<file path="src/rtl/dqip_pkg.sv">
// Shared types and constants for the dotted-quad IPv4 parser.
// Holds the request structs of both channels and the error codes.
// No dependencies; used by dqip_core and dotted_quad_ipv4_parser.
package dqip_pkg;

  // One character of the string and its end-of-string mark.
  typedef struct packed {
    logic [7:0] char_byte;
    logic       last_byte;
  } in_req_t;

  // One parse result.
  typedef struct packed {
    logic        parse_ok;
    logic [1:0]  error_kind;
    logic [31:0] ip_address;
  } out_req_t;

  // Error codes carried in error_kind.
  localparam logic [1:0] ERR_NONE      = 2'd0;
  localparam logic [1:0] ERR_SYNTAX    = 2'd1;
  localparam logic [1:0] ERR_TOO_LARGE = 2'd2;

  // Character codes and limits.
  localparam logic [7:0] CHAR_ZERO  = 8'h30;
  localparam logic [7:0] CHAR_NINE  = 8'h39;
  localparam logic [7:0] CHAR_DOT   = 8'h2E;
  localparam logic [7:0] CHAR_SPACE = 8'h20;
  localparam logic [7:0] CHAR_TAB   = 8'h09;
  localparam logic [7:0] CHAR_CR    = 8'h0D;
  localparam logic [8:0] OCTET_LIMIT = 9'd256;
  localparam logic [1:0] LAST_OCTET  = 2'd3;

endpackage

</file>
<file path="src/rtl/dotted_quad_ipv4_parser.sv">
// Top level of the dotted-quad IPv4 parser.
// Input register, output register and handshake around dqip_core.
// Depends on dqip_pkg and dqip_core.
//
// Usage:
//   The input channel (in_valid, in_stall, in_data) takes one character
//   of the string per request; in_data.last_byte marks the final character.
//   The output channel (out_valid, out_stall, out_data) gives one result
//   request per string: parse_ok, error_kind and ip_address.
//   Throughput is one character per cycle while in_stall is low. A
//   character is held in the input register, where the parse state
//   machine consumes it, and the result is written into the output
//   register when the last character leaves the input register.
//   While the receiver stalls, a held result stays in the output register
//   and characters that produce no result keep flowing; only a last
//   character waiting on the full output register stalls the input.
//   Synchronous reset (rst_n low) empties both registers and returns the
//   parser to the start of a string; it takes characters as soon as rst_n is high.
module dotted_quad_ipv4_parser (
  input  logic               clk,
  input  logic               rst_n,
  input  logic               in_valid,
  output logic               in_stall,
  input  dqip_pkg::in_req_t  in_data,
  output logic               out_valid,
  input  logic               out_stall,
  output dqip_pkg::out_req_t out_data
);

  logic               s1_valid_r;
  dqip_pkg::in_req_t  s1_req_r;
  logic               s1_go;
  logic               out_valid_r;
  dqip_pkg::out_req_t out_data_r;
  dqip_pkg::out_req_t core_res;

  // The held character moves on unless it needs the output register and that is blocked.
  assign s1_go    = s1_valid_r && (!s1_req_r.last_byte || !out_valid_r || !out_stall);
  assign in_stall = s1_valid_r && !s1_go;

  // Input register.
  always_ff @(posedge clk) begin
    if (!rst_n) begin
      s1_valid_r <= 1'b0;
    end else if (in_valid && !in_stall) begin
      s1_valid_r <= 1'b1;
    end else if (s1_go) begin
      s1_valid_r <= 1'b0;
    end
  end

  always_ff @(posedge clk) begin
    if (in_valid && !in_stall) begin
      s1_req_r <= in_data;
    end
  end

  // Parse state machine.
  dqip_core u_core (
    .clk   (clk),
    .rst_n (rst_n),
    .step  (s1_go),
    .req   (s1_req_r),
    .res   (core_res)
  );

  // Output register.
  always_ff @(posedge clk) begin
    if (!rst_n) begin
      out_valid_r <= 1'b0;
    end else if (s1_go && s1_req_r.last_byte) begin
      out_valid_r <= 1'b1;
    end else if (!out_stall) begin
      out_valid_r <= 1'b0;
    end
  end

  always_ff @(posedge clk) begin
    if (s1_go && s1_req_r.last_byte) begin
      out_data_r <= core_res;
    end
  end

  assign out_valid = out_valid_r;
  assign out_data  = out_data_r;

`ifndef SYNTHESIS
  // The input only stalls while a character is held.
  a_stall_needs_held: assert property (@(posedge clk) disable iff (!rst_n)
    in_stall |-> s1_valid_r)
    else $error("input stalled with empty input register");

  // A success carries no error code.
  a_ok_no_error: assert property (@(posedge clk) disable iff (!rst_n)
    (out_valid && out_data.parse_ok) |-> (out_data.error_kind == dqip_pkg::ERR_NONE))
    else $error("successful result with error code");

  // A failure carries an error code and a zero address.
  a_fail_zero: assert property (@(posedge clk) disable iff (!rst_n)
    (out_valid && !out_data.parse_ok) |->
      ((out_data.ip_address == '0) && (out_data.error_kind != dqip_pkg::ERR_NONE)))
    else $error("failed result with address or without error code");

  // Reset empties the output.
  a_reset_empty: assert property (@(posedge clk)
    !rst_n |=> !out_valid)
    else $error("result valid right after reset");
`endif

endmodule

</file>
<file path="src/rtl/dqip_core.sv">
// Parse state machine of the dotted-quad IPv4 parser.
// Updates the parse state by one character per step and forms the result.
// Depends on dqip_pkg.
module dqip_core (
  input  logic              clk,
  input  logic              rst_n,
  input  logic              step,
  input  dqip_pkg::in_req_t req,
  output dqip_pkg::out_req_t res
);

  typedef enum logic [1:0] {
    MODE_SKIP,
    MODE_DIGITS,
    MODE_DONE,
    MODE_FAIL
  } mode_t;

  mode_t      mode_r, mode_nxt;
  logic [1:0] num_r, num_nxt;
  logic [8:0] acc_r, acc_nxt;
  logic       too_large_r, too_large_nxt;
  logic [7:0] store_r [3];
  logic       store_we;

  logic        is_digit;
  logic        is_blank;
  logic [3:0]  digit;
  logic [11:0] acc_sum;
  logic [8:0]  acc_sat;
  logic        complete;

  // Character classes.
  assign is_digit = (req.char_byte >= dqip_pkg::CHAR_ZERO) &&
                    (req.char_byte <= dqip_pkg::CHAR_NINE);
  assign is_blank = (req.char_byte == dqip_pkg::CHAR_SPACE) ||
                    ((req.char_byte >= dqip_pkg::CHAR_TAB) &&
                     (req.char_byte <= dqip_pkg::CHAR_CR));
  assign digit = req.char_byte[3:0];

  // Multiply by ten as two shifts, add the digit, saturate at the octet limit.
  assign acc_sum = ({3'b000, acc_r} << 3) + ({3'b000, acc_r} << 1) + {8'h00, digit};
  assign acc_sat = (acc_sum >= {3'b000, dqip_pkg::OCTET_LIMIT}) ?
                   dqip_pkg::OCTET_LIMIT : acc_sum[8:0];

  // Next parse state for this character.
  always_comb begin
    mode_nxt      = mode_r;
    num_nxt       = num_r;
    acc_nxt       = acc_r;
    too_large_nxt = too_large_r;
    store_we      = 1'b0;
    case (mode_r)
      MODE_SKIP: begin
        if (is_digit) begin
          acc_nxt  = {5'b00000, digit};
          mode_nxt = MODE_DIGITS;
        end else if (!is_blank) begin
          mode_nxt = MODE_FAIL;
        end
      end
      MODE_DIGITS: begin
        if (is_digit) begin
          acc_nxt = acc_sat;
        end else if (num_r == dqip_pkg::LAST_OCTET) begin
          mode_nxt = MODE_DONE;
        end else if (req.char_byte == dqip_pkg::CHAR_DOT) begin
          if (acc_r >= dqip_pkg::OCTET_LIMIT) begin
            too_large_nxt = 1'b1;
          end
          store_we = 1'b1;
          num_nxt  = num_r + 2'd1;
          acc_nxt  = '0;
          mode_nxt = MODE_SKIP;
        end else begin
          mode_nxt = MODE_FAIL;
        end
      end
      MODE_DONE: begin
        mode_nxt = MODE_DONE;
      end
      default: begin
        mode_nxt = MODE_FAIL;
      end
    endcase
  end

  // Result as seen after this character.
  assign complete = (mode_nxt == MODE_DONE) ||
                    ((mode_nxt == MODE_DIGITS) && (num_nxt == dqip_pkg::LAST_OCTET));

  always_comb begin
    res.parse_ok   = 1'b0;
    res.error_kind = dqip_pkg::ERR_SYNTAX;
    res.ip_address = '0;
    if (complete) begin
      if (too_large_nxt || (acc_nxt >= dqip_pkg::OCTET_LIMIT)) begin
        res.error_kind = dqip_pkg::ERR_TOO_LARGE;
      end else begin
        res.parse_ok   = 1'b1;
        res.error_kind = dqip_pkg::ERR_NONE;
        res.ip_address = {store_r[0], store_r[1], store_r[2], acc_nxt[7:0]};
      end
    end
  end

  // Parse state; the last character of a string returns it to the start.
  always_ff @(posedge clk) begin
    if (!rst_n) begin
      mode_r      <= MODE_SKIP;
      num_r       <= '0;
      acc_r       <= '0;
      too_large_r <= 1'b0;
    end else if (step) begin
      if (req.last_byte) begin
        mode_r      <= MODE_SKIP;
        num_r       <= '0;
        acc_r       <= '0;
        too_large_r <= 1'b0;
      end else begin
        mode_r      <= mode_nxt;
        num_r       <= num_nxt;
        acc_r       <= acc_nxt;
        too_large_r <= too_large_nxt;
      end
    end
  end

  // Octets that were closed by a dot; read only once all three are written.
  always_ff @(posedge clk) begin
    for (int i = 0; i < 3; i++) begin
      if (step && store_we && (num_r == 2'(i))) begin
        store_r[i] <= acc_r[7:0];
      end
    end
  end

endmodule

</file>
<file path="config.mk">
export PLATFORM = sky130hd
export DESIGN_NAME = dotted_quad_ipv4_parser
export DESIGN_NICKNAME = d
export VERILOG_FILES = /design/src/rtl/dqip_pkg.sv /design/src/rtl/dotted_quad_ipv4_parser.sv /design/src/rtl/dqip_core.sv
export SDC_FILE = /design/constraint.sdc
export NUM_CORES = 1
export LEC_CHECK = 0
export BUFFER_PORTS_ARGS = -buffer_cell sky130_fd_sc_hd__buf_2
export CAP_MARGIN = 20
export CORE_UTILIZATION = 45
export DETAILED_ROUTE_END_ITERATION = 8
export PLACE_DENSITY = 0.6
export REMOVE_ABC_BUFFERS = 1
export SLEW_MARGIN = 20
export SYNTH_ARGS = -nofsm -noshare
export SYNTH_HDL_FRONTEND = slang
export SYNTH_SLANG_ARGS = --single-unit
</file>
<file path="constraint.sdc">
create_clock -name clk -period 6.5 [get_ports clk]
set_input_delay 1.3 -clock clk [delete_from_list [all_inputs] [get_ports clk]]
set_output_delay 1.3 -clock clk [all_outputs]
set_load 0.02 [all_outputs]
</file>
==> flow_metrics.env, run 1 <==
export IMPL_start_util_pct=46.83
export IMPL_violations="design-rule violations"
export IMPL_ys_types=58
export IMPL_root_buffer="clkbuf_8"
export IMPL_fin_nets=396
export IMPL_max_stage_delay_ns=0.59
export IMPL_rsz0062_at_grt="no"
export IMPL_antenna_found_initial=0
export IMPL_antenna_cells=0
export IMPL_seqPwrFrac_pct=60.7
export IMPL_cts_resized=0
export IMPL_antenna_left=0
export IMPL_path_clk_slew_ns=0.09
export IMPL_synth_async_reset_ratio_pct=0
export IMPL_dr_pass1_iters=7
export IMPL_grt_first_pass_wirelength_mm=12.23
export IMPL_finalPower_w=0.0009809
export IMPL_start_kind="register"
export IMPL_num_fill_cells=744
export IMPL_die_h_um=97.73
export IMPL_critPathCaptureType="register"
export IMPL_syn_area_per_cell_um2=13.39
export IMPL_via_count=2593
export IMPL_routed_via_density=5.482
export IMPL_cts_tree="built"
export IMPL_ys_seq_elements=84
export IMPL_grt_pass1_vias=2397
export IMPL_netlist_instances=308
export IMPL_routed_wl_mm=7.425
export IMPL_finalCritPeriodShare_pct=53.65
export IMPL_cp_arrival_ns=3.60
export IMPL_synth_edf_count=68
export IMPL_reg2reg_depth=11
export IMPL_io_buffers=49
export IMPL_hold_depth=2
export IMPL_report_final_slew_viol_count=0
export IMPL_area_delta_synth_final_pct=11.74
export IMPL_clock_sinks=84
export IMPL_finalSetupTns_ns=0
export IMPL_hold_class="reg2reg"
export IMPL_p_sw_w=0.0002339
export IMPL_postCtsSetupBuffers=0
export IMPL_clock_fmax_mhz=286.8
export IMPL_pwr_share_clk_pct=33.7
export IMPL_met3_usage_pct=4.295
export IMPL_required_ns=6.62
export IMPL_routed_wire_length_per_instance_um=15.70
export IMPL_insertion_delay_ns=0.35
export IMPL_dp_hpwl_mm=5.310
export IMPL_pin_count=50
export IMPL_die_area_um2=9551
export IMPL_cts_hold_buffers=0
export IMPL_place_congestion=0.8474
export IMPL_grtUsageMet1_pct=22.11
export IMPL_clockBufferDepth=2
export IMPL_slew_headroom_pct=33.20
export IMPL_globalRouteMet2Util_pct=26.40
export IMPL_fin_skew_ns=0.01207
export IMPL_critPathKind="reg2reg"
export IMPL_leakagePower_nw=1.685
export IMPL_drc_errors=10
export IMPL_overflow=0
export IMPL_busiest_layer="met2"
export IMPL_cp_max_fo=34
export IMPL_drt_iter0_drc=174
export IMPL_die_x_um=97.73
export IMPL_cp_slowest_cell="fa_1"
export IMPL_p_comb_share_pct=5.6
export IMPL_grtUsageTotal_pct=16.49
export IMPL_min_period_ns=3.487
export IMPL_yosysWarningCount=0
export IMPL_maxCapViolCount=0
export IMPL_rows=34
export IMPL_layout_drive_gt1_share_pct=29.59
export IMPL_cts_buffers=9
export IMPL_synth_area_um2=4124
export IMPL_switching_share_pct=23.85
export IMPL_worstMarginPinSlew_ns=1.002
export IMPL_finalSetupViolCount=0
export IMPL_crit_top_cell="inv_1"
export IMPL_path_cells="inv_1, fa_1, inv_1, ha_1, a211oi_1, o21ai_1, a31oi_1, xor2_2, a31oi_4, buf_4, o21ba_2"
export IMPL_power_internal_w=0.0007470
export IMPL_grt_max_degree=36
export IMPL_p_per_area_nw_per_um2=212.9
export IMPL_peakVddDrop_uv=109.7
export IMPL_core_area_um2=8806
export IMPL_htreeDepth=3
export IMPL_hold_viol=0
export IMPL_ys_seq_area_share_pct=57.28
export IMPL_status="finished, violations left"
export IMPL_synth_flop_cell="edfxtp_1"
cells in the final DEF, fill, tap and decap left out, types with 4 or more instances in the layout:
cell type / netlist / layout
o31ai_1: 8 / 8
nor3b_2: 25 / 25
nor2_1: 13 / 12
and3_1: 4 / 4
inv_1: 15 / 15
buf_2: 0 / 49
a21oi_1: 13 / 13
ha_1: 21 / 21
dfxtp_1: 16 / 16
a31oi_1: 5 / 5
edfxtp_1: 68 / 68
o21ai_1: 4 / 4
o21ai_0: 7 / 7
nand3_1: 9 / 9
nor2b_1: 4 / 4
nand2_1: 19 / 19
nor3_2: 5 / 5
clkbuf_8: 0 / 9
power groups by stage:
stage	Combinational [W]	Sequential [W]	Clock [W]
5_1_grt	0.0000603	0.000597	0.000368
6_report	0.0000550	0.000596	0.000330
4_1_cts	0.0000560	0.000596	0.000341
3_5_place_dp	0.0000558	0.000608	0
2_1_floorplan	0.0000297	0.000615	0
3_3_place_gp	0.0000549	0.000608	0
Yosys cell counts, drive strengths merged (2+ instances only):
library cell,count,share of area (%)
and3,4,0.61
xor2,3,0.82
a31oi,7,1.8
edfxtp,68,50
nand2,19,1.7
or3,3,0.46
nor3b,27,7.9
a32o,2,0.49
nand2b,2,0.30
a21o,3,0.55
inv,15,1.4
o211ai,2,0.36
o31ai,8,1.5
nand4,3,0.46
dfxtp,16,7.8
ha,21,6.4
a21oi,13,1.6
clkbuf,3,0.27
nand3,9,1.1
or2,4,0.67
fa,2,0.97
nor3,9,2.0
mux2i,3,0.73
buf,7,1.9
o21a,3,0.55
nor2,13,1.2
a21boi,3,0.55
a211oi,3,0.67
o21ai,11,1.3
nor2b,4,0.61
a32oi,2,0.42
per-layer routing:
layer,wire length [µm],vias to the layer above
li1,-,1276
met1,3533,1251
met2,3554,60
met3,262,6
met4,75,0
met5,0,-
cell type report:
| type | instances | area [µm²] | share of cell area (%) |
|---|---|---|---|
| repair buffers | 51 | 260.3 | 5.648 |
| inverters | 15 | 56.30 | 1.222 |
| multi-input cells | 199 | 1620 | 35.16 |
| flip-flops and latches | 84 | 2362 | 51.26 |
| clock buffers | 9 | 123.9 | 2.688 |
| clock inverters | 7 | 50.05 | 1.086 |
| well taps | 108 | 135.1 | 2.932 |
path summary, 6_finish.rpt:
| kind | slack [ns] | end | from |
|---|---|---|---|
| worst max-delay path | 3.01 | out_data[33] | s1_req_r[4] |
| worst min-delay path | 0.48 | u_core.too_large_r | u_core.too_large_r |
| worst max register to register | 3.01 | out_data[33] | s1_req_r[4] |
| worst min register to register | 0.48 | u_core.too_large_r | u_core.too_large_r |
cell families after synthesis:
kind of cell               share of synthesized area (%)
AOI/OAI and AO/OA                                  11.44
xor gates and xnor gates                           1.032
adders and majority gates                          7.342
buffers and inverters                              3.489
DFF                                                57.28
muxes                                             0.7282
and+or+nand+nor                                    18.69
per-stage QoR:
| stage | utilization, % | area (µm²) | cells | setup slack, ns | hold WS [ns] |
|---|---|---|---|---|---|
| 5_1_grt | 52.33 | 4608 | 473 | 2.799 | 0.5117 |
| 3_3_place_gp | 50.36 | 4434 | 457 | 3.084 | 0.4517 |
| 6_report | 52.33 | 4608 | 473 | 3.013 | 0.4800 |
| 2_1_floorplan | - | 4036 | 298 | 3.056 | 0.4386 |
| 3_5_place_dp | 50.36 | 4434 | 457 | 3.018 | 0.4639 |
| 4_1_cts | 52.33 | 4608 | 473 | 3.011 | 0.4822 |
registers in the layout, indices dropped and copies added (netlist names):
signal              count
out_data               35
out_valid               1
s1_req_r                9
s1_valid_r              1
u_core.acc_r            9
u_core.mode_r           2
u_core.num_r            2
u_core.store_r         24
u_core.too_large_r      1
worst max-delay path, delay by kind of cell (launching register included):
| kind | cells | cell delay, ns |
|---|---|---|
| AOI/OAI and AO/OA | 5 | 1.14 |
| adders and majority gates | 2 | 0.89 |
| DFF | 1 | 0.48 |
| buffers and inverters | 3 | 0.46 |
| xor gates and xnor gates | 1 | 0.27 |
No activity file was read; power rests on OpenSTA's default activity.
==> inputs of run 2 (changes only) <==
--- a/config.mk
+++ b/config.mk
@@ -9,7 +9,7 @@
 export CAP_MARGIN = 20
 export CORE_UTILIZATION = 45
 export DETAILED_ROUTE_END_ITERATION = 8
-export PLACE_DENSITY = 0.6
+export PLACE_DENSITY = 0.63
 export REMOVE_ABC_BUFFERS = 1
 export SLEW_MARGIN = 20
 export SYNTH_ARGS = -nofsm -noshare
==> constraint.sdc (replaced) <==
create_clock -name clk -period 3.1 [get_ports clk]
set_input_delay 0.62 -clock clk [delete_from_list [all_inputs] [get_ports clk]]
set_output_delay 0.62 -clock clk [all_outputs]
set_load 0.02 [all_outputs]
==> flow_metrics.env, run 2 (same netlist as run 1, synthesis figures left out) <==
export IMPL_rows=34
export IMPL_finalSetupTns_ns=0
export IMPL_insertion_delay_ns=0.36
export IMPL_maxCapViolCount=0
export IMPL_overflow=0
export IMPL_switching_share_pct=24.52
export IMPL_r2r_slack_ns=0.10
export IMPL_drt_iter0_drc=174
export IMPL_min_delay_start="in_data[0]"
export IMPL_finalSetupViolCount=0
export IMPL_reg2reg_depth=11
export IMPL_cts_hold_buffers=0
export IMPL_antenna_left=0
export IMPL_max_stage_delay_ns=0.46
export IMPL_multi_input_area_um2=1648
export IMPL_area_delta_synth_final_pct=15.90
export IMPL_cp_arrival_ns=3.11
export IMPL_crit_family="adder cells"
export IMPL_grt_pass1_vias=2509
export IMPL_clockBufferDepth=2
export IMPL_finalCritPeriodShare_pct=96.64
export IMPL_htreeDepth=3
export IMPL_min_period_ns=2.996
export IMPL_layout_drive_gt1_share_pct=34.38
export IMPL_critPathCaptureType="register"
export IMPL_core_area_um2=8806
export IMPL_hold_viol=0
export IMPL_layout_setup_ws_ns=0.1041
export IMPL_die_area_um2=9551
export IMPL_routed_wl_mm=7.652
export IMPL_placed_cell_area_um2=4552
export IMPL_path_cells="ha_1, ha_1, inv_1, fa_2, nand2b_1, a21oi_2, or4_4, a31oi_4, a31oi_4, buf_4, o21ba_2"
export IMPL_fin_nets=412
export IMPL_grt_max_degree=36
export IMPL_hold_path_endpoint="s1_req_r[0]"
export IMPL_num_fill_cells=754
export IMPL_start_util_pct=46.83
export IMPL_status="finished, violations left"
export IMPL_die_x_um=97.73
export IMPL_fin_hold_ws_ns=0.4223
export IMPL_crit_buf_inv=2
export IMPL_place_congestion=0.8632
export IMPL_fin_skew_ns=0.01835
export IMPL_dr_pass1_iters=6
export IMPL_clock_fmax_mhz=333.8
export IMPL_antenna_cells=0
export IMPL_required_ns=3.22
export IMPL_grt_first_pass_wirelength_mm=12.57
export IMPL_dp_slack_ns=0.06584
export IMPL_timing_rr_end="out_data[33]"
export IMPL_routed_via_density=5.440
export IMPL_cp_slowest_cell="dfxtp_1"
export IMPL_routed_wire_length_per_instance_um=15.65
export IMPL_r2r_start="u_core.acc_r[1]"
export IMPL_leakagePower_nw=1.770
export IMPL_grtUsageTotal_pct=16.99
export IMPL_p_sw_w=0.0005126
export IMPL_hold_depth=1
export IMPL_antenna_found_initial=0
export IMPL_critPathKind="reg2reg"
export IMPL_worstMarginPinSlew_ns=0.7261
export IMPL_power_internal_w=0.001578
export IMPL_seq_area_um2=2364
export IMPL_peakVddDrop_uv=198.5
export IMPL_drc_errors=11
export IMPL_cts_buffers=9
export IMPL_dp_hpwl_mm=5.674
export IMPL_mostFrequentLayoutCells="68 x edfxtp_1, 49 x buf_2, 25 x nor3b_2, 21 x ha_1, 19 x nand2_1"
export IMPL_rsz0062_at_grt="no"
export IMPL_clock_sinks=84
export IMPL_root_buffer="clkbuf_8"
export IMPL_p_comb_share_pct=6.1
export IMPL_io_buffers=49
export IMPL_via_count=2660
export IMPL_slew_headroom_pct=51.49
export IMPL_hold_class="in2reg"
export IMPL_violations="design-rule violations"
export IMPL_fin_area_um2=4780
export IMPL_cts_tree="built"
export IMPL_path_clk_slew_ns=0.10
export IMPL_layout_commonest_cell="edfxtp_1"
export IMPL_cp_max_fo=7
export IMPL_p_per_area_nw_per_um2=437.3
export IMPL_largest_reg_flops=35
export IMPL_pin_count=50
export IMPL_report_final_slew_viol_count=0
export IMPL_die_h_um=97.73
export IMPL_seqPwrFrac_pct=59.6
export IMPL_start_kind="register"
export IMPL_pwr_share_clk_pct=34.3
[run 2: cell count changes in the layout (fill, tap and decap cells not counted), sizes merged]
cell / change
clkinvlp: +1
inv: -1
clkinv: -1
buf: +16
clkbuf: +1
[run 2: worst max path at each step]
stage / from / to / slack [ns] / cells after the start
CTS: s1_req_r[4] / out_data[10] / 0.05 / 10
global route: s1_req_r[3] / out_data[33] / 0.01 / 11
finish: u_core.acc_r[1] / out_data[33] / 0.10 / 11
detailed placement: s1_req_r[4] / out_data[10] / 0.07 / 10
global placement: u_core.acc_r[0] / u_core.acc_r[8] / 0.11 / 10
floorplan: s1_req_r[4] / out_data[10] / -0.34 / 10
[run 2: area by class of cell]
type                            instances  share of cell area (%)
Clock inverter                          6                   1.021
Sequential cell                        84                   49.45
Inverter                               15                   1.178
Clock buffer                           10                   2.670
Multi-Input combinational cell        199                   34.48
Timing Repair Buffer                   67                   8.377
Tap cell                              108                   2.827
[run 2: what timing repair did]
action / CTS / global route
gates resized for setup: 0 / 9
hold endpoints to repair: 0 / 0
setup endpoints to repair: 0 / 38
setup buffers: 0 / 2
[run 2: per-layer routing]
metal	vias up	track usage [%]	part of all wire [%]
met5	-	0	0
met4	0	5.711	1.2
met3	11	3.794	4.3
met2	68	27.93	48
met1	1271	22.35	46
li1	1310	-	-
[run 2: through the flow]
step / util, % / std cells / total power [W]
2_1_floorplan: - / 298 / 0.001351
5_1_grt: 54.28 / 489 / 0.002164
3_3_place_gp: 51.69 / 471 / 0.001396
4_1_cts: 53.69 / 487 / 0.002105
6_report: 54.28 / 489 / 0.002090
3_5_place_dp: 51.69 / 471 / 0.001400
[run 2: power groups by stage]
stage	Combinational [W]	Clock [W]	Sequential, W
after floorplan	0.0000623	0	0.00129
after global placement	0.000125	0	0.00127
after detailed placement	0.000127	0	0.00127
after CTS	0.000128	0.000731	0.00125
after global routing	0.000140	0.000776	0.00125
final	0.000128	0.000716	0.00125
